File: src/hdl/tmrc_pkg.sv
// Shared types and constants of the tile map rectangle collision block.
package tmrc_pkg;

    localparam int TILE_SHIFT  = 5;
    localparam int TILE_SIDE   = 1 << TILE_SHIFT;
    localparam int MAP_ROWS    = 16;
    localparam int MAP_COLS    = 256;
    localparam int ROW_W       = 4;
    localparam int COL_W       = 8;
    localparam int MAP_CELLS   = MAP_ROWS * MAP_COLS;
    localparam int VAL_W       = 11;
    localparam int LIM_W       = 10;
    localparam int ROWS_W      = 5;
    localparam int COLS_W      = 9;
    localparam int POS_W       = 16;
    localparam int SIZE_W      = 12;
    localparam int END_W       = 17;
    localparam int GEO_W       = 18;
    localparam int OVL_W       = 9;
    localparam int REM_SPLIT   = 5;
    localparam int FIFO_DEPTH  = 2;
    localparam int IN_TDATA_W  = 80;
    localparam int OUT_TDATA_W = 56;
    localparam int PADDR_W     = 4;
    localparam int PDATA_W     = 32;

    typedef enum logic [1:0] {
        REG_OBSTACLE_LIMIT = 2'd0,
        REG_ATLAS_COLUMNS  = 2'd1,
        REG_ROWS_IN_USE    = 2'd2,
        REG_COLS_IN_USE    = 2'd3
    } t_reg_idx;

    typedef enum logic {
        FUNC_WRITE = 1'b0,
        FUNC_QUERY = 1'b1
    } t_func;

    // Configuration as seen by the datapath: divisor never zero, sizes clamped to the map.
    typedef struct packed {
        logic [LIM_W-1:0]  obstacle_limit;
        logic [LIM_W-1:0]  divisor;
        logic [ROWS_W-1:0] rows;
        logic [COLS_W-1:0] cols;
    } t_cfg;

    typedef struct packed {
        logic                    is_write;
        logic                    scan;
        logic [ROW_W-1:0]        tile_row;
        logic [COL_W-1:0]        tile_col;
        logic signed [VAL_W-1:0] tile_value;
        logic [ROW_W-1:0]        row0;
        logic [ROW_W-1:0]        row1;
        logic [COL_W-1:0]        col0;
        logic [COL_W-1:0]        col1;
        logic signed [POS_W-1:0] rx;
        logic signed [POS_W-1:0] ry;
        logic signed [END_W-1:0] rx_end;
        logic signed [END_W-1:0] ry_end;
    } t_cmd;

    typedef struct packed {
        logic                    hit;
        logic signed [POS_W-1:0] inter_x;
        logic signed [POS_W-1:0] inter_y;
        logic [OVL_W-1:0]        inter_w;
        logic [OVL_W-1:0]        inter_h;
    } t_res;

    // One restoring step of the remainder: shift in a bit, subtract when it fits.
    function automatic logic [VAL_W-1:0] rem_step(input logic [VAL_W-1:0] rem,
                                                  input logic bit_in,
                                                  input logic [LIM_W-1:0] divisor);
        logic [VAL_W-1:0] t;
        t = {rem[VAL_W-2:0], bit_in};
        return (t >= {1'b0, divisor}) ? (t - {1'b0, divisor}) : t;
    endfunction

endpackage

File: src/hdl/tmrc_fifo.sv
// Short command queue between the front end and the back end.
module tmrc_fifo (
    input  logic           i_clk,
    input  logic           i_rst_n,
    input  logic           i_push,
    input  tmrc_pkg::t_cmd i_cmd,
    input  logic           i_pop,
    output tmrc_pkg::t_cmd o_cmd,
    output logic           o_valid,
    output logic           o_full
);
    import tmrc_pkg::*;

    localparam int PTR_W = $clog2(FIFO_DEPTH);

    t_cmd               r_entry [FIFO_DEPTH];
    logic [PTR_W-1:0]   r_wr_ptr, r_rd_ptr;
    logic [PTR_W:0]     r_count;

    assign o_cmd   = r_entry[r_rd_ptr];
    assign o_valid = (r_count != '0);
    assign o_full  = (r_count == (PTR_W+1)'(FIFO_DEPTH));

    always_ff @(posedge i_clk) begin
        if (!i_rst_n) begin
            r_wr_ptr <= '0;
            r_rd_ptr <= '0;
            r_count  <= '0;
        end else begin
            if (i_push) begin
                r_entry[r_wr_ptr] <= i_cmd;
                r_wr_ptr          <= r_wr_ptr + 1'b1;
            end
            if (i_pop) begin
                r_rd_ptr <= r_rd_ptr + 1'b1;
            end
            priority if (i_push && !i_pop) begin
                r_count <= r_count + 1'b1;
            end else if (!i_push && i_pop) begin
                r_count <= r_count - 1'b1;
            end
        end
    end

endmodule

File: config.mk
export PLATFORM = sky130hd
export DESIGN_NAME = tmrc_fifo
export DESIGN_NICKNAME = d
export VERILOG_FILES = /design/src/hdl/tmrc_pkg.sv /design/src/hdl/tmrc_fifo.sv
export SDC_FILE = /design/constraint.sdc
export NUM_CORES = 1
export LEC_CHECK = 0
export ABC_CLOCK_PERIOD_IN_PS = 15950
export BUFFER_PORTS_ARGS = -buffer_cell sky130_fd_sc_hd__buf_2
export CORE_AREA = 2 2 156 234
export CTS_CLUSTER_SIZE = 14
export DETAILED_ROUTE_END_ITERATION = 8
export DIE_AREA = 0 0 158 236
export GPL_TIMING_DRIVEN = 0
export PLACE_DENSITY = 0.43
export SYNTH_ARGS = -nofsm -noshare
export SYNTH_HDL_FRONTEND = slang
export SYNTH_SLANG_ARGS = --single-unit
File: constraint.sdc
create_clock -name i_clk -period 15.95 [get_ports i_clk]
set_clock_uncertainty 0.1 [all_clocks]
set_input_delay 0.7975 -clock i_clk [delete_from_list [all_inputs] [get_ports i_clk]]
set_output_delay 0.7975 -clock i_clk [all_outputs]
set_load 0.1 [all_outputs]
Yosys cells after proc, flatten, opt, wreduce, memory -nomap -nowiden
Memory sizes are Yosys's and may differ from the RTL's. A register that Yosys moved wholly into a read port is not among the register bits.
Cells that the tools add are included.

word-level totals
  register bits = 4
  bits in latches = 0
  bits in writable memories = 230
  memory bits (read-only) = 0
  input port bits = 119
  output and inout port bits = 117
  word-level logic and storage cells = 22
  memories kept = 1

memory list
  memory   words  width  read ports  clocked after memory_dff  wr ports  RTL line         source
  r_entry  2      115    1           1                         1         tmrc_fifo.sv:16  t_cmd r_entry [FIFO_DEPTH];

operators by class
  add/subtract/negate cells = 4
  multiply operators = 0
  divide/modulo/power cells = 0
  order comparisons = 0
  eq/ne operators = 1
  shift-type cells = 0
  muxes and demuxes = 7
  bitwise gates (word level) = 0
  reductions and logical operators = 6

operators by type and width
  kind                                                                 count
  1-bit 2-to-1 mux                                                     5
  2-bit 2-to-1 mux                                                     2
  2-bit nonzero test                                                   2
  1-bit adder (second input constant)                                  2
  2-bit by 1-bit adder with 2-bit output (second input constant)       1
  2-bit == test (second input constant)                                1
  1-bit logical AND                                                    2
  1-bit logical NOT                                                    2
  2-bit by 1-bit subtractor with 2-bit output (second input constant)  1

Depth between registers and ports, before layout
  word-level depth = 4
  depth in mapped cells = 5

Least setup slack after synthesis
Ideal clock, no wire load.

  kind = input-to-reg
  start = input port i_rst_n
  end = memory r_entry[0][0] (netlist bit), enable pin
  setup time = 594 ps
  arrival time = 5682 ps
  data required time = 15256 ps
  setup slack = 9575 ps
  stages = 2
  cell sequence = nand2_1 -> nor2_1

on the way
  word-level cells in the longest chain between the ends = 2

ends and longest elaborated chain
  element                                 RTL line         source
  from (decl)                             tmrc_fifo.sv:4   input logic i_rst_n,
  1-bit 2-to-1 mux                        tmrc_fifo.sv:25  if (!i_rst_n) begin
  1-bit 2-to-1 mux (implied by the code)  tmrc_fifo.sv:31  r_entry[r_wr_ptr] <= i_cmd;
  to (decl)                               tmrc_fifo.sv:16

No other way between the ends.

==> reports/metrics.cfg <==
[setup_path]
timing.critical_path.arrival_ns=2.00
crit_path_capture_type=primary output
crit_path_frequent_cell=buf_6
setup.worst_path.start_class=flip-flop
critical_path_required_ns=15.05
critical_path.cell_chain=buf_6 > buf_6 > buf_6 > mux2_4 > buf_2
critical_path.max_stage_delay_ns=0.32
worstSetupPathType=flip-flop to primary output
critical-path-slowest-cell=dfxtp_1
timing.critical_path.fanout_max=10

[global_route]
gr_ovfl_total=0
grt_max_degree=63
grt_first_pass_wirelength_um=28300
antenna_found_initial=1
grt_pass1_vias=5139
grt_usage=0.100

[cts]
clkLatencyLatePin_ns=0.52
clockRootBuffer=clkbuf_16
cts_inserted_buffers=24
tritoncts_num_sinks=235
clock_path_buffers=3
postCtsResizedCells=0
clock_tree_from_tritoncts=done
cts.htree.levels=1
post_cts_hold_buffer_count=0
cts.clk_slew.worst_paths_ns=0.06
cts_setup_buffers=0

[logic_synthesis]
synth.top_cells.by_area=edfxtp_1 79%, mux2_4 8.6%, mux2_2 8.4%
synth.ff_latch_count=235
synth_area_leader=edfxtp_1
netlist_area_before_placement_mm2=0.00872
main_combinational_cell_family_by_area_after_synthesis=multiplexers
synth_xor_area_frac=0.00402
post_synth_num_cell_types=19
synth_warnings=0
post-synth-top-area-fraction=0.792
synth-compound-area-share=0.00143
syn-num-nets=501
fraction_of_the_mapped_netlist_area_in_simple_logic_gates=0.00674
post_synth.cell_area_avg_um2=22.9
seq_area_frac_synth=0.803
post_synth_inst_count=381
adder_cell_share_of_the_synthesized_area=0.00143
synth.mux.area_fraction=0.170

[floorplan]
io_pins=236
floorplan.die_area_mm2=0.0373
starting_density_of_the_core=0.246
row_count=85
chipWidth_um=158
floorplan.core_area_mm2=0.0355
floorplan.die.height_um=236

[place]
port_buffers=235
routabilityCongestion=0.660
dpl-instance-area_mm2=0.0106
post-dp-hpwl_um=13200

[power]
power_frac_clock=0.354
portion_of_total_power_attributed_to_sequential_cells=0.442
switching_share=0.303
irDropWorstVdd_mv=0.0906
internal-power_mw=1.12
p_leak_nw=4.27
p_sw_uw=488
combinationalPowerShare=0.204
power_per_cell_area_mw_per_mm2=141

[routing]
drt.antenna.violating_nets=0
wl_met2_um=10800
drt_pre_antenna_iters=4
initialDrtViolationCount=149
drc_violations=0
met1Wirelength_um=6310
wirelength_um=19100
met3_wirelength_um=1460
post_drt_via_cell_ratio=3.90
post_drt_wl_per_cell_um=16.8
topRoutingLayerUsed=met5
num_vias=4446

[run_status]
run_status=complete, no violations

[timing]
maxSlewHeadroom=0.353
period_needed_ns=2.89
setup_repair_after_global_routing_missed_its_margin=no
finalSetupViolCount=0
timing_worst_slew_pin_value_ns=0.971
finalMaxSlewViolations=0
finalHoldViolCount=0
fin_tns_setup_ns=0
max_freq_ghz=0.346
final_min_period_over_clock_period=0.181

[layout]
antenna_cells=0
nNetsFinal=767
stdcell_area_mm2=0.0114
area_added_between_synthesis_and_finish_pct=31.0
drive_above_1_share=0.612

[run]
max_cap_viol_count=0

[min_path]
worst_hold_path_type=input pin to flip-flop

## power by group through the flow
stage	Sequential (mW)	Clock (mW)	Combinational (mW)
after floorplan	0.726	0	0.268
after global placement	0.730	0	0.324
after detailed placement	0.725	0	0.332
after CTS	0.712	0.595	0.332
after global routing	0.713	0.620	0.340
final	0.712	0.570	0.328
## state kept, by name, indices dropped and copies added (netlist names), named ones only
register,count
r_count,2
r_entry,230
r_rd_ptr,1
r_wr_ptr,1
## cells in the final DEF, fill, tap and decap left out
cell,Yosys,final
a21boi_0,1,1
and2_1,4,4
and2b_1,1,1
and3_4,0,1
buf_12,0,2
buf_16,0,3
buf_2,6,241
buf_6,7,7
bufinv_16,0,3
clkbuf_1,0,7
clkbuf_16,0,25
clkbuf_8,0,2
clkinv_2,0,2
clkinvlp_4,0,2
dfxtp_1,5,5
edfxtp_1,230,230
ha_1,1,1
inv_1,1,1
mux2_2,65,65
mux2_4,50,50
nand2_1,1,1
nor2_4,0,1
o21ai_0,1,1
or2_2,1,1
or3_1,1,1
xnor2_1,1,1
xor2_1,3,3
## worst paths after layout
kind | slack [ns] | end | cells after the start | from
setup / recovery | 13.06 | o_cmd[55] | 5 | flip-flop
hold / removal | 0.36 | r_entry[0][48] | 1 | i_cmd[48]
setup reg to reg | 13.82 | r_entry[1][75] | 2 | r_wr_ptr
hold reg to reg | 0.44 | r_count[1] | 2 | r_count[1]
## critical path, delay by kind of cell, from the launching register on
kind	cells	cell delay, ns
muxes	1	0.32
DFF	1	0.32
buffers and inverters	4	0.81
## per-layer routing
layer  GRT usage  vias to the layer above
li1            -                     2039
met1      0.0927                     2224
met2       0.198                      149
met3      0.0305                       32
met4      0.0379                        2
met5           0                        -
## final cells by class
class	count	area [µm²]
tap	478	598
fill	3502	24100
clock buffer	34	679
inverter	1	3.75
clock inverter	7	115
sequential	235	7010
buffer	13	109
timing repair buffer	240	1300
multi-input combinational	132	1610
## through the flow
stage,power (mW),hold WS (ns),worst slack [ns],util,cells
floorplan,0.995,0.369,9.57,-,381
global placement,1.05,0.389,6.55,0.295,1094
detailed placement,1.06,0.426,13.25,0.299,1099
CTS,1.64,0.318,12.97,0.322,1140
global route,1.67,0.324,12.95,0.322,1140
finish,1.61,0.360,13.06,0.322,1140
## Yosys cell counts (all sizes together)
| cell type | number |
|---|---|
| edfxtp | 230 |
| o21ai | 1 |
| nand2 | 1 |
| nor2 | 1 |
| mux2 | 115 |
| xnor2 | 1 |
| or2 | 1 |
| dfxtp | 5 |
| and3 | 1 |
| buf | 13 |
| xor2 | 3 |
| and2 | 4 |
| ha | 1 |
| a21boi | 1 |
| inv | 1 |
| or3 | 1 |
| and2b | 1 |
## cells by family (layout without fill, tap and decap cells)
family	count (synthesis)	count (layout)
DFF	235	235
muxes	115	115
buffers and inverters	14	295
xor gates and xnor gates	4	4
AOI/OAI and AO/OA	2	2
adders and majority gates	1	1
and+or+nand+nor	10	10
Note: power is estimated with default switching activity, not from simulation.
