$ cat src/hdl/tmrc_pkg.sv
// Shared types and constants of the tile map rectangle collision block.
package tmrc_pkg;

    localparam int TILE_SHIFT  = 5;
    localparam int TILE_SIDE   = 1 << TILE_SHIFT;
    localparam int MAP_ROWS    = 16;
    localparam int MAP_COLS    = 256;
    localparam int ROW_W       = 4;
    localparam int COL_W       = 8;
    localparam int MAP_CELLS   = MAP_ROWS * MAP_COLS;
    localparam int VAL_W       = 11;
    localparam int LIM_W       = 10;
    localparam int ROWS_W      = 5;
    localparam int COLS_W      = 9;
    localparam int POS_W       = 16;
    localparam int SIZE_W      = 12;
    localparam int END_W       = 17;
    localparam int GEO_W       = 18;
    localparam int OVL_W       = 9;
    localparam int REM_SPLIT   = 5;
    localparam int FIFO_DEPTH  = 2;
    localparam int IN_TDATA_W  = 80;
    localparam int OUT_TDATA_W = 56;
    localparam int PADDR_W     = 4;
    localparam int PDATA_W     = 32;

    typedef enum logic [1:0] {
        REG_OBSTACLE_LIMIT = 2'd0,
        REG_ATLAS_COLUMNS  = 2'd1,
        REG_ROWS_IN_USE    = 2'd2,
        REG_COLS_IN_USE    = 2'd3
    } t_reg_idx;

    typedef enum logic {
        FUNC_WRITE = 1'b0,
        FUNC_QUERY = 1'b1
    } t_func;

    // Configuration as seen by the datapath: divisor never zero, sizes clamped to the map.
    typedef struct packed {
        logic [LIM_W-1:0]  obstacle_limit;
        logic [LIM_W-1:0]  divisor;
        logic [ROWS_W-1:0] rows;
        logic [COLS_W-1:0] cols;
    } t_cfg;

    typedef struct packed {
        logic                    is_write;
        logic                    scan;
        logic [ROW_W-1:0]        tile_row;
        logic [COL_W-1:0]        tile_col;
        logic signed [VAL_W-1:0] tile_value;
        logic [ROW_W-1:0]        row0;
        logic [ROW_W-1:0]        row1;
        logic [COL_W-1:0]        col0;
        logic [COL_W-1:0]        col1;
        logic signed [POS_W-1:0] rx;
        logic signed [POS_W-1:0] ry;
        logic signed [END_W-1:0] rx_end;
        logic signed [END_W-1:0] ry_end;
    } t_cmd;

    typedef struct packed {
        logic                    hit;
        logic signed [POS_W-1:0] inter_x;
        logic signed [POS_W-1:0] inter_y;
        logic [OVL_W-1:0]        inter_w;
        logic [OVL_W-1:0]        inter_h;
    } t_res;

    // One restoring step of the remainder: shift in a bit, subtract when it fits.
    function automatic logic [VAL_W-1:0] rem_step(input logic [VAL_W-1:0] rem,
                                                  input logic bit_in,
                                                  input logic [LIM_W-1:0] divisor);
        logic [VAL_W-1:0] t;
        t = {rem[VAL_W-2:0], bit_in};
        return (t >= {1'b0, divisor}) ? (t - {1'b0, divisor}) : t;
    endfunction

endpackage

$ cat src/hdl/tmrc_front.sv
// Front end: accepts words, decodes them and works out the clamped cell range of a query.
module tmrc_front (
    input  logic                               i_valid,
    output logic                               o_ready,
    input  logic [tmrc_pkg::IN_TDATA_W-1:0]    i_data,
    input  logic                               i_func,
    input  tmrc_pkg::t_cfg                     i_cfg,
    output logic                               o_push,
    output tmrc_pkg::t_cmd                     o_cmd,
    input  logic                               i_full
);
    import tmrc_pkg::*;

    logic signed [POS_W-1:0]  rx, ry;
    logic [SIZE_W-1:0]        rw, rh;
    logic signed [END_W-1:0]  rx_end, ry_end;
    logic signed [GEO_W-1:0]  last_x, last_y;
    logic signed [13:0]       c0, c1, r0, r1, col_max, row_max;
    logic                     scan_x, scan_y;

    assign rx = i_data[38:23];
    assign ry = i_data[54:39];
    assign rw = i_data[66:55];
    assign rh = i_data[78:67];

    always_comb begin
        rx_end  = {rx[POS_W-1], rx} + $signed({5'b0, rw});
        ry_end  = {ry[POS_W-1], ry} + $signed({5'b0, rh});
        last_x  = {rx_end[END_W-1], rx_end} - 18'sd1;
        last_y  = {ry_end[END_W-1], ry_end} - 18'sd1;
        // Floor division is enough here: cells it adds have no positive overlap.
        c0      = rx[POS_W-1] ? 14'sd0 : $signed({3'b0, rx[POS_W-1:TILE_SHIFT]});
        r0      = ry[POS_W-1] ? 14'sd0 : $signed({3'b0, ry[POS_W-1:TILE_SHIFT]});
        c1      = {last_x[GEO_W-1], last_x[GEO_W-1:TILE_SHIFT]};
        r1      = {last_y[GEO_W-1], last_y[GEO_W-1:TILE_SHIFT]};
        col_max = $signed({5'b0, i_cfg.cols}) - 14'sd1;
        row_max = $signed({9'b0, i_cfg.rows}) - 14'sd1;
        if (c1 > col_max) begin
            c1 = col_max;
        end
        if (r1 > row_max) begin
            r1 = row_max;
        end
        scan_x = (rw != '0) && (i_cfg.cols != '0) && (c0 <= c1);
        scan_y = (rh != '0) && (i_cfg.rows != '0) && (r0 <= r1);
    end

    always_comb begin
        o_cmd            = '0;
        o_cmd.is_write   = (i_func == FUNC_WRITE);
        o_cmd.scan       = scan_x && scan_y;
        o_cmd.tile_row   = i_data[3:0];
        o_cmd.tile_col   = i_data[11:4];
        o_cmd.tile_value = i_data[22:12];
        o_cmd.row0       = r0[ROW_W-1:0];
        o_cmd.row1       = r1[ROW_W-1:0];
        o_cmd.col0       = c0[COL_W-1:0];
        o_cmd.col1       = c1[COL_W-1:0];
        o_cmd.rx         = rx;
        o_cmd.ry         = ry;
        o_cmd.rx_end     = rx_end;
        o_cmd.ry_end     = ry_end;
    end

    assign o_ready = !i_full;
    assign o_push  = i_valid && !i_full;

endmodule

$ cat config.mk
export PLATFORM = sky130hd
export DESIGN_NAME = tmrc_front
export DESIGN_NICKNAME = d
export VERILOG_FILES = /design/src/hdl/tmrc_pkg.sv /design/src/hdl/tmrc_front.sv
export SDC_FILE = /design/constraint.sdc
export NUM_CORES = 1
export LEC_CHECK = 0
export BUFFER_PORTS_ARGS = -buffer_cell sky130_fd_sc_hd__buf_2
export CORE_MARGIN = 3
export CORE_UTILIZATION = 50
export DETAILED_ROUTE_END_ITERATION = 8
export GPL_TIMING_DRIVEN = 0
export PLACE_DENSITY = 0.87
export SYNTH_ARGS = -nofsm -noshare
export SYNTH_HDL_FRONTEND = slang
export SYNTH_SLANG_ARGS = --single-unit
$ cat constraint.sdc
create_clock -name vclk -period 23.2
set_input_delay 2.32 -clock vclk [all_inputs]
set_output_delay 2.32 -clock vclk [all_outputs]
set_load 0.1 [all_outputs]
# Yosys cells after proc, flatten, opt, wreduce, memory -nomap -nowiden
# Cells that the tools add are included.
# Widths: inputs -> output; s select.
# word_totals
reg_bits,0
in_bits,117
out_inout_bits,117
word_cells,26
# op_classes
addsub,6
magnitude_cmp,4
mux,4
bitwise_logic,1
reduce_logical,11
# ops
cell,count
$sub 17x2->18 const B,2
$add 16x13->17,2
$le 11x14->1,2
$mux 14,2
$reduce_bool 12->1,2
$mux 10,2
$gt 13x10->1,1
$gt 13x6->1,1
$sub 9x1->10 const B,1
$reduce_bool 9->1,1
$logic_and 1x1->1,6
$sub 5x1->6 const B,1
$reduce_bool 5->1,1
$logic_not 1->1,1
$not 1->1,1

# Logic depth before layout (Yosys ltp)
# Gate-level depths: netlist (run 1).
# depth
ltp_word,7
depth_mapped,36
depth_no_buf,35

# Worst setup path after synthesis (run 1)
# Ideal clock, no wire load.
# synth_timing
path_type,input-to-output
from,input i_data[31] (netlist name)
to,output o_cmd[113] (netlist name)
arrival_time_ns,14.508
t_required_ns,20.880
setup_slack_ns,6.372
path_stages,35
path_cell_list,ha_1 > clkbuf_1 > a21oi_1 > mux2i_1 > o31ai_1 > nor4_1 > nand4b_1 > or2_2 > nor2_1 > xnor2_1 > inv_1 > ha_1 > and4_1 > nand2_1 > a21oi_1 > o21ai_0 > a21oi_1 > inv_1 > a2111oi_0 > nor2_1 > a21oi_2 > buf_4 > mux2i_1 > ha_1 > nor2b_1 > o21a_1 > o21ai_0 > a21oi_1 > o21ai_0 > o21ai_0 > o21ai_0 > o211ai_1 > o31a_1 > a31o_2 > a21oi_1
# synth_rtl
item,line,rtl
from (decl),tmrc_front.sv:5,"input logic [tmrc_pkg::IN_TDATA_W-1:0] i_data,"
to (decl),tmrc_front.sv:9,"output tmrc_pkg::t_cmd o_cmd,"

==> summary.txt, run 1 <==
Outcome
  – Outcome: finished clean

Worst setup path
  – CP max stage cell: a2111oi_0
  – Setup crit end kind: primary output
  – CP max stage delay: 760 ps
  – Critical path class: primary input to primary output
  – Max FO, Critical Path: 10
  – CP most frequent cell: o21ai_0
  – Critical path startpoint category: primary input
  – Critical Path AT: 11140 ps
  – WP data required: 20880 ps

Timing
  – Fin. Hold Viols: 0
  – F_max: 74.3 MHz
  – Period utilization: 58.0%
  – Min setup slack post-route: 9740 ps
  – RSZ-0062 raised after global routing: false
  – Setup TNS: 0 ps
  – Slew at the pin closest to its max-slew limit: 901 ps
  – Min Tclk post-route: 13460 ps
  – Final max-slew violation count: 0
  – Hold WS: 5020 ps
  – # setup viols final: 0
  – Max_slew headroom: 38.4%

Layout
  – Seq cells: 0
  – Fillers: 824
  – Ant. Diodes: 0
  – Cell Count, Final, Fillers Out: 933
  – Layout net count: 1019
  – Clock buffers: 0
  – Footprint of the multi-input gates: 3970 sq um
  – Ratio of cells with drive above 1 in the final layout: 35.8%
  – Register Area: 0 sq um
  – Area Growth Syn to Fin: 23.5%

Synthesis
  – Post-synthesis cell type count: 80
  – Share of the synthesized area in the top cell type: 19.7%
  – Synth area leader: ha_1
  – Syn_nets: 827
  – Synthesized area per cell: 7.28 sq um
  – Register area share after synthesis: 0%
  – Synth Cell Area: 4630 sq um
  – Top post-synthesis cells by area: ha_1, buf_4, a21oi_1
  – Post-synth top cells: ha_1, buf_4, a21oi_1
  – Most frequent cell after synthesis: ha_1
  – Synthesized instance count: 635
  – Synth warn: 0

Global route
  – Vias in the first global route: 4830
  – GRT Util Overall: 24.8%
  – Initial antenna violation count: 0
  – Largest net degree at the start of global routing: 13
  – First-pass GRT wire length: 21.9 mm
  – GR Overflow Total: 0

Clocking
  – # hold bufs at CTS: 0
  – # resized after CTS: 0
  – Post CTS Setup Buffer Count: 0

Floorplan
  – Core Box Area: 8850 sq um
  – Initial Util: 52.3%
  – Die height: 102 um
  – Die W: 102 um
  – Die area: 10400 sq um
  – # rows: 34
  – Ports: 234

Worst hold path
  – Worst hold path class: primary input to primary output

Drt
  – Drt first pass iters: 5
  – 1st-iter DRT viols: 193
  – Routed len/inst: 14.5 um
  – DRT Wirelength: 13.5 mm
  – DR DRC count: 0
  – Antenna-violating nets left: 0
  – Vias post-DR: 5328
  – Via density per instance: 5.71

Placed design
  – Hpwl dp: 12.0 mm
  – Port-buffer cells: 190
  – DP Cell Count: 933
  – Place WS: 9820 ps
  – GP Congestion: 0.985

Power and ir drop
  – Power, Total: 0.325 mW
  – Peak VDD IR: 0.0444 mV
  – Leakage Power: 2.86 nW
  – Pwr/cell area: 56.9 nW/um^2

Run
  – Number of max-cap violations: 0
==> metrics by stage <==
stage | cell area [sq um] | util [%]
after floorplan | 4630 | -
after global placement | 5710 | 64.6
after detailed placement | 5710 | 64.6
after CTS | 5710 | 64.6
after global routing | 5710 | 64.6
final | 5710 | 64.6
==> worst max-delay path, delay by kind of cell <==
kind | cells | cell delay, ps
adders and majority gates | 4 | 1170
buffers and inverters | 5 | 1010
AOI/OAI and AO/OA | 17 | 4270
and+or+nand+nor | 9 | 1780
muxes | 1 | 390
xor gates and xnor gates | 1 | 200
==> cell families after synthesis <==
group	Yosys count	synth area share [%]
simple gates	226	27.7
xor+xnor	31	6.03
buf+inv	111	14.1
fa+ha+maj	76	20.8
compound gates	160	24.1
mux	31	7.25
==> placed cells by master, fill, tap and decap left out, types with 3 or more instances in the layout <==
cell type	count
buf_2	192
ha_1	73
buf_4	56
a21oi_1	45
nand2_1	42
inv_1	38
o21ai_0	30
nor2_1	26
nor2b_1	25
nand3_1	22
nor3_1	18
mux2i_1	17
xor2_1	16
xnor2_1	14
clkbuf_1	13
nor4_1	13
nand2b_1	12
nand4_1	11
mux2_2	11
a21o_1	10
or3_1	10
and2_1	10
o211ai_1	10
a211oi_1	7
nor3b_1	6
o21a_1	6
or2_2	5
and3_1	4
o2111ai_1	4
o2111a_1	3
o221ai_1	3
and4_1	3
or3b_2	3
and2_2	3
==> report_power, final <==
| group | leakage, nW | switching [mW] | internal (mW) |
|---|---|---|---|
| Clock | 0 | 0 | 0 |
| Sequential | 0 | 0 | 0 |
| Combinational | 2.86 | 0.245 | 0.0798 |
==> cell type report <==
class              instances  share of cell area, %
well taps                108                   2.37
inverters                 38                   2.50
plain buffers             73                   8.94
multi-input cells        524                   69.6
repair buffers           190                   16.6
==> per-layer routing <==
layer | routed length, um | GRT usage [%] | up-vias
li1 | - | - | 2690
met1 | 5720 | 32.0 | 2376
met2 | 6510 | 45.9 | 246
met3 | 1160 | 2.12 | 16
met4 | 135 | 2.93 | 0
met5 | 0 | 0 | -
==> path summary, 6_finish.rpt <==
kind / slack [ps] / to / from / depth (start not counted)
worst max-delay path: 9740 / o_cmd[113] / i_data[23] / 37
worst min-delay path: 5020 / o_cmd[114] / i_func / 3
(Power assumes the default switching activity.)
==> run 2, diff against run 1 <==
- CORE_UTILIZATION: 50 -> 49
- PLACE_DENSITY: 0.87 -> 0.85
- clock period: 23.2 -> 12.7 ns (I/O delays scaled with it)
==> summary.txt, run 2 (synthesis gave the netlist of run 1 again) <==
Outcome
  – Outcome: finished clean

Power and ir drop
  – Peak VDD IR: 0.0708 mV (+60%)
  – Pwr/cell area: 104 nW/um^2 (+83%)
  – Leakage Power: 2.88 nW (+0.52%)

Timing
  – Fin. Hold Viols: 0 (unchanged)
  – Setup TNS: 0 ps (unchanged)
  – F_max: 87.3 MHz
  – RSZ-0062 raised after global routing: false
  – Final max-slew violation count: 0 (unchanged)
  – Slew at the pin closest to its max-slew limit: 979 ps (+78.7 ps)
  – Period utilization: 90.1%
  – # setup viols final: 0 (unchanged)
  – Max_slew headroom: 33.9% (-4.5 points)
  – Min Tclk post-route: 11450 ps

Floorplan
  – Core Box Area: 8930 sq um (+0.96%)
  – Initial Util: 51.8% (-0.50 points)
  – # rows: 34 (unchanged)
  – Die W: 103 um (+0.95%)
  – Die height: 103 um (+0.95%)
  – Die area: 10600 sq um (+1.9%)
  – Ports: 234 (unchanged)

Layout
  – Register Area: 0 sq um (unchanged)
  – Commonest cells after routing, fill and taps aside: buf_2, ha_1, buf_4, a21oi_1, nand2_1
  – Ratio of cells with drive above 1 in the final layout: 36.4% (+0.61 points)
  – Finished Core Util: 64.5% (-0.069 points)
  – Layout net count: 1019 (unchanged)
  – Area Growth Syn to Fin: 24.5%
  – Fillers: 820 (-0.49%)
  – Most common cell after layout, fill and taps aside: buf_2
  – Seq cells: 0 (unchanged)
  – Ant. Diodes: 0 (unchanged)
  – Clock buffers: 0 (unchanged)

Drt
  – DR DRC count: 0 (unchanged)
  – Antenna-violating nets left: 0 (unchanged)
  – DRT Wirelength: 13.9 mm (+2.5%)
  – 1st-iter DRT viols: 160 (-17%)
  – Vias post-DR: 5336 (+0.15%)
  – Via density per instance: 5.72 (+0.15%)
  – Drt first pass iters: 4 (-1)
  – Routed len/inst: 14.9 um (+2.5%)

Clocking
  – Post CTS Setup Buffer Count: 0 (unchanged)
  – # resized after CTS: 0 (unchanged)
  – # hold bufs at CTS: 0 (unchanged)

Worst setup path
  – WP data required: 11430 ps (-9450 ps)
  – Critical Path AT: 10180 ps (-960 ps)
  – Critical path class: primary input to primary output
  – CP max stage cell: o311ai_0
  – CP max stage delay: 810 ps (+50 ps)
  – Setup crit end kind: primary output
  – Critical path startpoint category: primary input
  – Max FO, Critical Path: 10 (unchanged)

Run
  – Number of max-cap violations: 0 (unchanged)

Placed design
  – Port-buffer cells: 190 (unchanged)
  – Hpwl dp: 12.2 mm (+1.9%)
  – GP Congestion: 0.950 (-3.5%)

Global route
  – Initial antenna violation count: 0 (unchanged)
  – Largest net degree at the start of global routing: 13 (unchanged)
  – First-pass GRT wire length: 21.7 mm (-0.76%)
  – Vias in the first global route: 4829 (-0.021%)
  – GRT Util Overall: 24.5% (-0.25 points)
  – GR Overflow Total: 0 (unchanged)

Worst hold path
  – Worst hold path class: primary input to primary output
run 2: changes by cell type in the layout (fill, tap and decap cells not counted):
cell      change
mux2i_1       -1
xnor2_2       +1
nor4_1        -2
o311ai_0      -1
mux2i_2       +1
o311ai_2      +1
nor4_4        +2
xnor2_1       -1
run 2: path summary, 6_finish.rpt:
check | startpoint | to | slack [ps] | cells after the start
worst min-delay path | i_func | o_cmd[114] | 2920 | 3
worst max-delay path | i_data[26] | o_cmd[113] | 1250 | 36
run 2: per-layer routing:
layer,vias up,global-route usage [%],part of all wire [%]
met5,-,0,0
met4,0,5.58,2.4
met3,28,2.44,7.9
met2,226,45.6,47
met1,2394,30.2,42
li1,2688,-,-
run 2: final cells by class:
class / count / area, sq um / share of cell area [%]
Buffer: 73 / 510 / 8.86
Inverter: 38 / 143 / 2.48
Multi-Input combinational cell: 524 / 4020 / 69.8
Tap cell: 108 / 135 / 2.35
Timing Repair Buffer: 190 / 951 / 16.5
run 2: power breakdown:
| part | leakage, nW | internal (mW) | total (mW) | switching, mW |
|---|---|---|---|---|
| clock network | 0 | 0 | 0 | 0 |
| logic | 2.88 | 0.149 | 0.600 | 0.451 |
| registers | 0 | 0 | 0 | 0 |
| total | 2.88 | 0.149 | 0.600 | 0.451 |
run 2: critical path, delay by kind of cell:
family                     cells  cell delay [ps]
AOI/OAI and AO/OA             18             4950
xor gates and xnor gates       1              210
adders and majority gates      3              850
buffers and inverters          5             1010
muxes                          1              320
and+or+nand+nor                8             1550
run 2: metrics by stage:
stage                     cells  area (sq um)  setup WS, ps  total power, mW  hold WS, ps
after detailed placement    933          5760          1520            0.596         2920
after CTS                   933          5760          1480            0.598         2920
final                       933          5760          1250            0.600         2920
after floorplan             635          4670           215            0.496         2750
after global routing        933          5760           384            0.638         2930
after global placement      933          5760          1780            0.590         2920
==> run 3, diff against run 2 <==
- CORE_UTILIZATION: 49 -> 35
- PLACE_DENSITY: 0.85 -> unset
- REMOVE_ABC_BUFFERS: unset -> 1
==> summary.txt, run 3 (synthesis gave the netlist of run 1 again) <==
Outcome
  – Outcome: finished clean

Layout
  – Ratio of cells with drive above 1 in the final layout: 29.1% (-7.3 points)
  – Clock buffers: 0 (unchanged)
  – Register Area: 0 sq um (unchanged)
  – Most common cell after layout, fill and taps aside: buf_2
  – Area Growth Syn to Fin: 11.8%
  – Final Instance Area: 5170 sq um (-10%)
  – Fillers: 1340 (+63%)
  – Layout net count: 923 (-9.4%)
  – Commonest cells after routing, fill and taps aside: buf_2, ha_1, a21oi_1, nand2_1, inv_1
  – Finished Core Util: 40.5% (-24 points)
  – Ant. Diodes: 0 (unchanged)
  – Seq cells: 0 (unchanged)

Floorplan
  – Die height: 121 um (+17%)
  – Die W: 121 um (+17%)
  – Ports: 234 (unchanged)
  – Initial Util: 36.2% (-16 points)
  – # rows: 41 (+21%)
  – Core Box Area: 12800 sq um (+43%)
  – Die area: 14600 sq um (+37%)

Power and ir drop
  – Peak VDD IR: 0.0683 mV (-3.6%)
  – Pwr/cell area: 105 nW/um^2 (+1.2%)
  – Leakage Power: 2.46 nW (-14%)

Drt
  – Via density per instance: 5.49 (-4.1%)
  – Drt first pass iters: 4 (unchanged)
  – 1st-iter DRT viols: 182 (+14%)
  – Metal2 WL: 6.56 mm (-0.35%)
  – DRT Wirelength: 14.5 mm (+4.8%)
  – Top sig layer: met5
  – Met3 wire length: 1.43 mm (+31%)
  – Antenna-violating nets left: 0 (unchanged)
  – Routed len/inst: 16.1 um (+8.5%)
  – Vias post-DR: 4943 (-7.4%)
  – DR DRC count: 0 (unchanged)
  – WL met1: 6.46 mm (+10%)

Timing
  – Period utilization: 92.2% (+2.1 points)
  – Slew at the pin closest to its max-slew limit: 921 ps (-58.5 ps)
  – Max_slew headroom: 37.0% (+3.1 points)
  – Min setup slack post-route: 989 ps (-262 ps)
  – Fin. Hold Viols: 0 (unchanged)
  – RSZ-0062 raised after global routing: false
  – Final max-slew violation count: 0 (unchanged)
  – Hold WS: 2540 ps (-377 ps)
  – # setup viols final: 0 (unchanged)
  – Min Tclk post-route: 11710 ps (+262 ps)
  – F_max: 85.4 MHz (-2.2%)

Worst setup path
  – Max FO, Critical Path: 17 (+7)
  – WP data required: 11430 ps (about the same)
  – Critical path class: primary input to primary output
  – CP max stage delay: 780 ps (-30 ps)
  – CP most frequent cell: o21ai_0
  – CP max stage cell: a2111oi_0
  – Critical Path AT: 10440 ps (+260 ps)
  – Setup crit end kind: primary output
  – Critical path startpoint category: primary input

Placed design
  – Port-buffer cells: 167 (-12%)
  – Place WS: 770 ps (-747 ps)
  – Hpwl dp: 12.8 mm (+4.9%)
  – GP Congestion: 0.863 (-9.1%)
  – Placed cell area: 5170 sq um (-10%)

Worst hold path
  – Hold Path Depth: 0 (-3)
  – Hold Path End: o_cmd[91]
  – Hold Crit Start: i_data[13]
  – Worst hold path class: primary input to primary output

Global route
  – GRT Util Overall: 18.6% (-5.9 points)
  – Largest net degree at the start of global routing: 18 (+5)
  – Vias in the first global route: 4551 (-5.8%)
  – First-pass GRT wire length: 22.4 mm (+3.2%)
  – GR Overflow Total: 0 (unchanged)
  – Initial antenna violation count: 1 (+1)

Clocking
  – # resized after CTS: 0 (unchanged)
  – Post CTS Setup Buffer Count: 0 (unchanged)
  – # hold bufs at CTS: 0 (unchanged)

Run
  – Number of max-cap violations: 0 (unchanged)
-- run 3: changes by cell type in the layout (fill, tap and decap cells not counted), moves of 2 or more --
cell / before / now
buf_4: 56 / 0
buf_2: 192 / 167
clkbuf_1: 13 / 0
nor4_4: 2 / 0
nor4_1: 11 / 13
-- run 3: area by class of cell --
class | count | area [sq um] | share of cell area (%)
inverters | 38 | 143 | 2.76
multi-input cells | 524 | 3980 | 76.9
well taps | 172 | 215 | 4.16
repair buffers | 167 | 836 | 16.2
-- run 3: per-stage QoR --
step / instances / setup TNS, ps / power [mW]
after global routing: 901 / 0 / 0.582
after CTS: 901 / 0 / 0.546
final: 901 / 0 / 0.545
after global placement: 901 / 0 / 0.543
after floorplan: 562 / -2160 / 0.405
after detailed placement: 901 / 0 / 0.544
-- run 3: critical path: cells and delay by family --
kind | cells | cell delay, ps
fa+ha+maj | 4 | 1280
buf+inv | 4 | 670
mux | 1 | 420
simple gates | 9 | 1930
compound gates | 16 | 4670
xor+xnor | 1 | 170
-- run 3: routing by layer --
layer,vias to the layer above,global-route usage [%]
met3,6,4.85
met4,4,0.354
met5,-,2.94
met1,2209,24.5
met2,236,32.1
li1,2488,-
-- run 3: how the worst max path moves through the flow --
stage                          start    endpoint  slack [ps]
after CTS                 i_data[26]  o_cmd[113]         750
after global routing      i_data[23]  o_cmd[113]         150
after detailed placement  i_data[26]  o_cmd[113]         770
final                     i_data[23]  o_cmd[113]         990
after global placement    i_data[23]  o_cmd[113]         780
after floorplan           i_data[23]  o_cmd[113]       -2160
-- run 3: report_power, final --
part | switching [mW] | total, mW | leakage [nW] | internal, mW
sequential | 0 | 0 | 0 | 0
clock | 0 | 0 | 0 | 0
combinational | 0.415 | 0.545 | 2.46 | 0.131
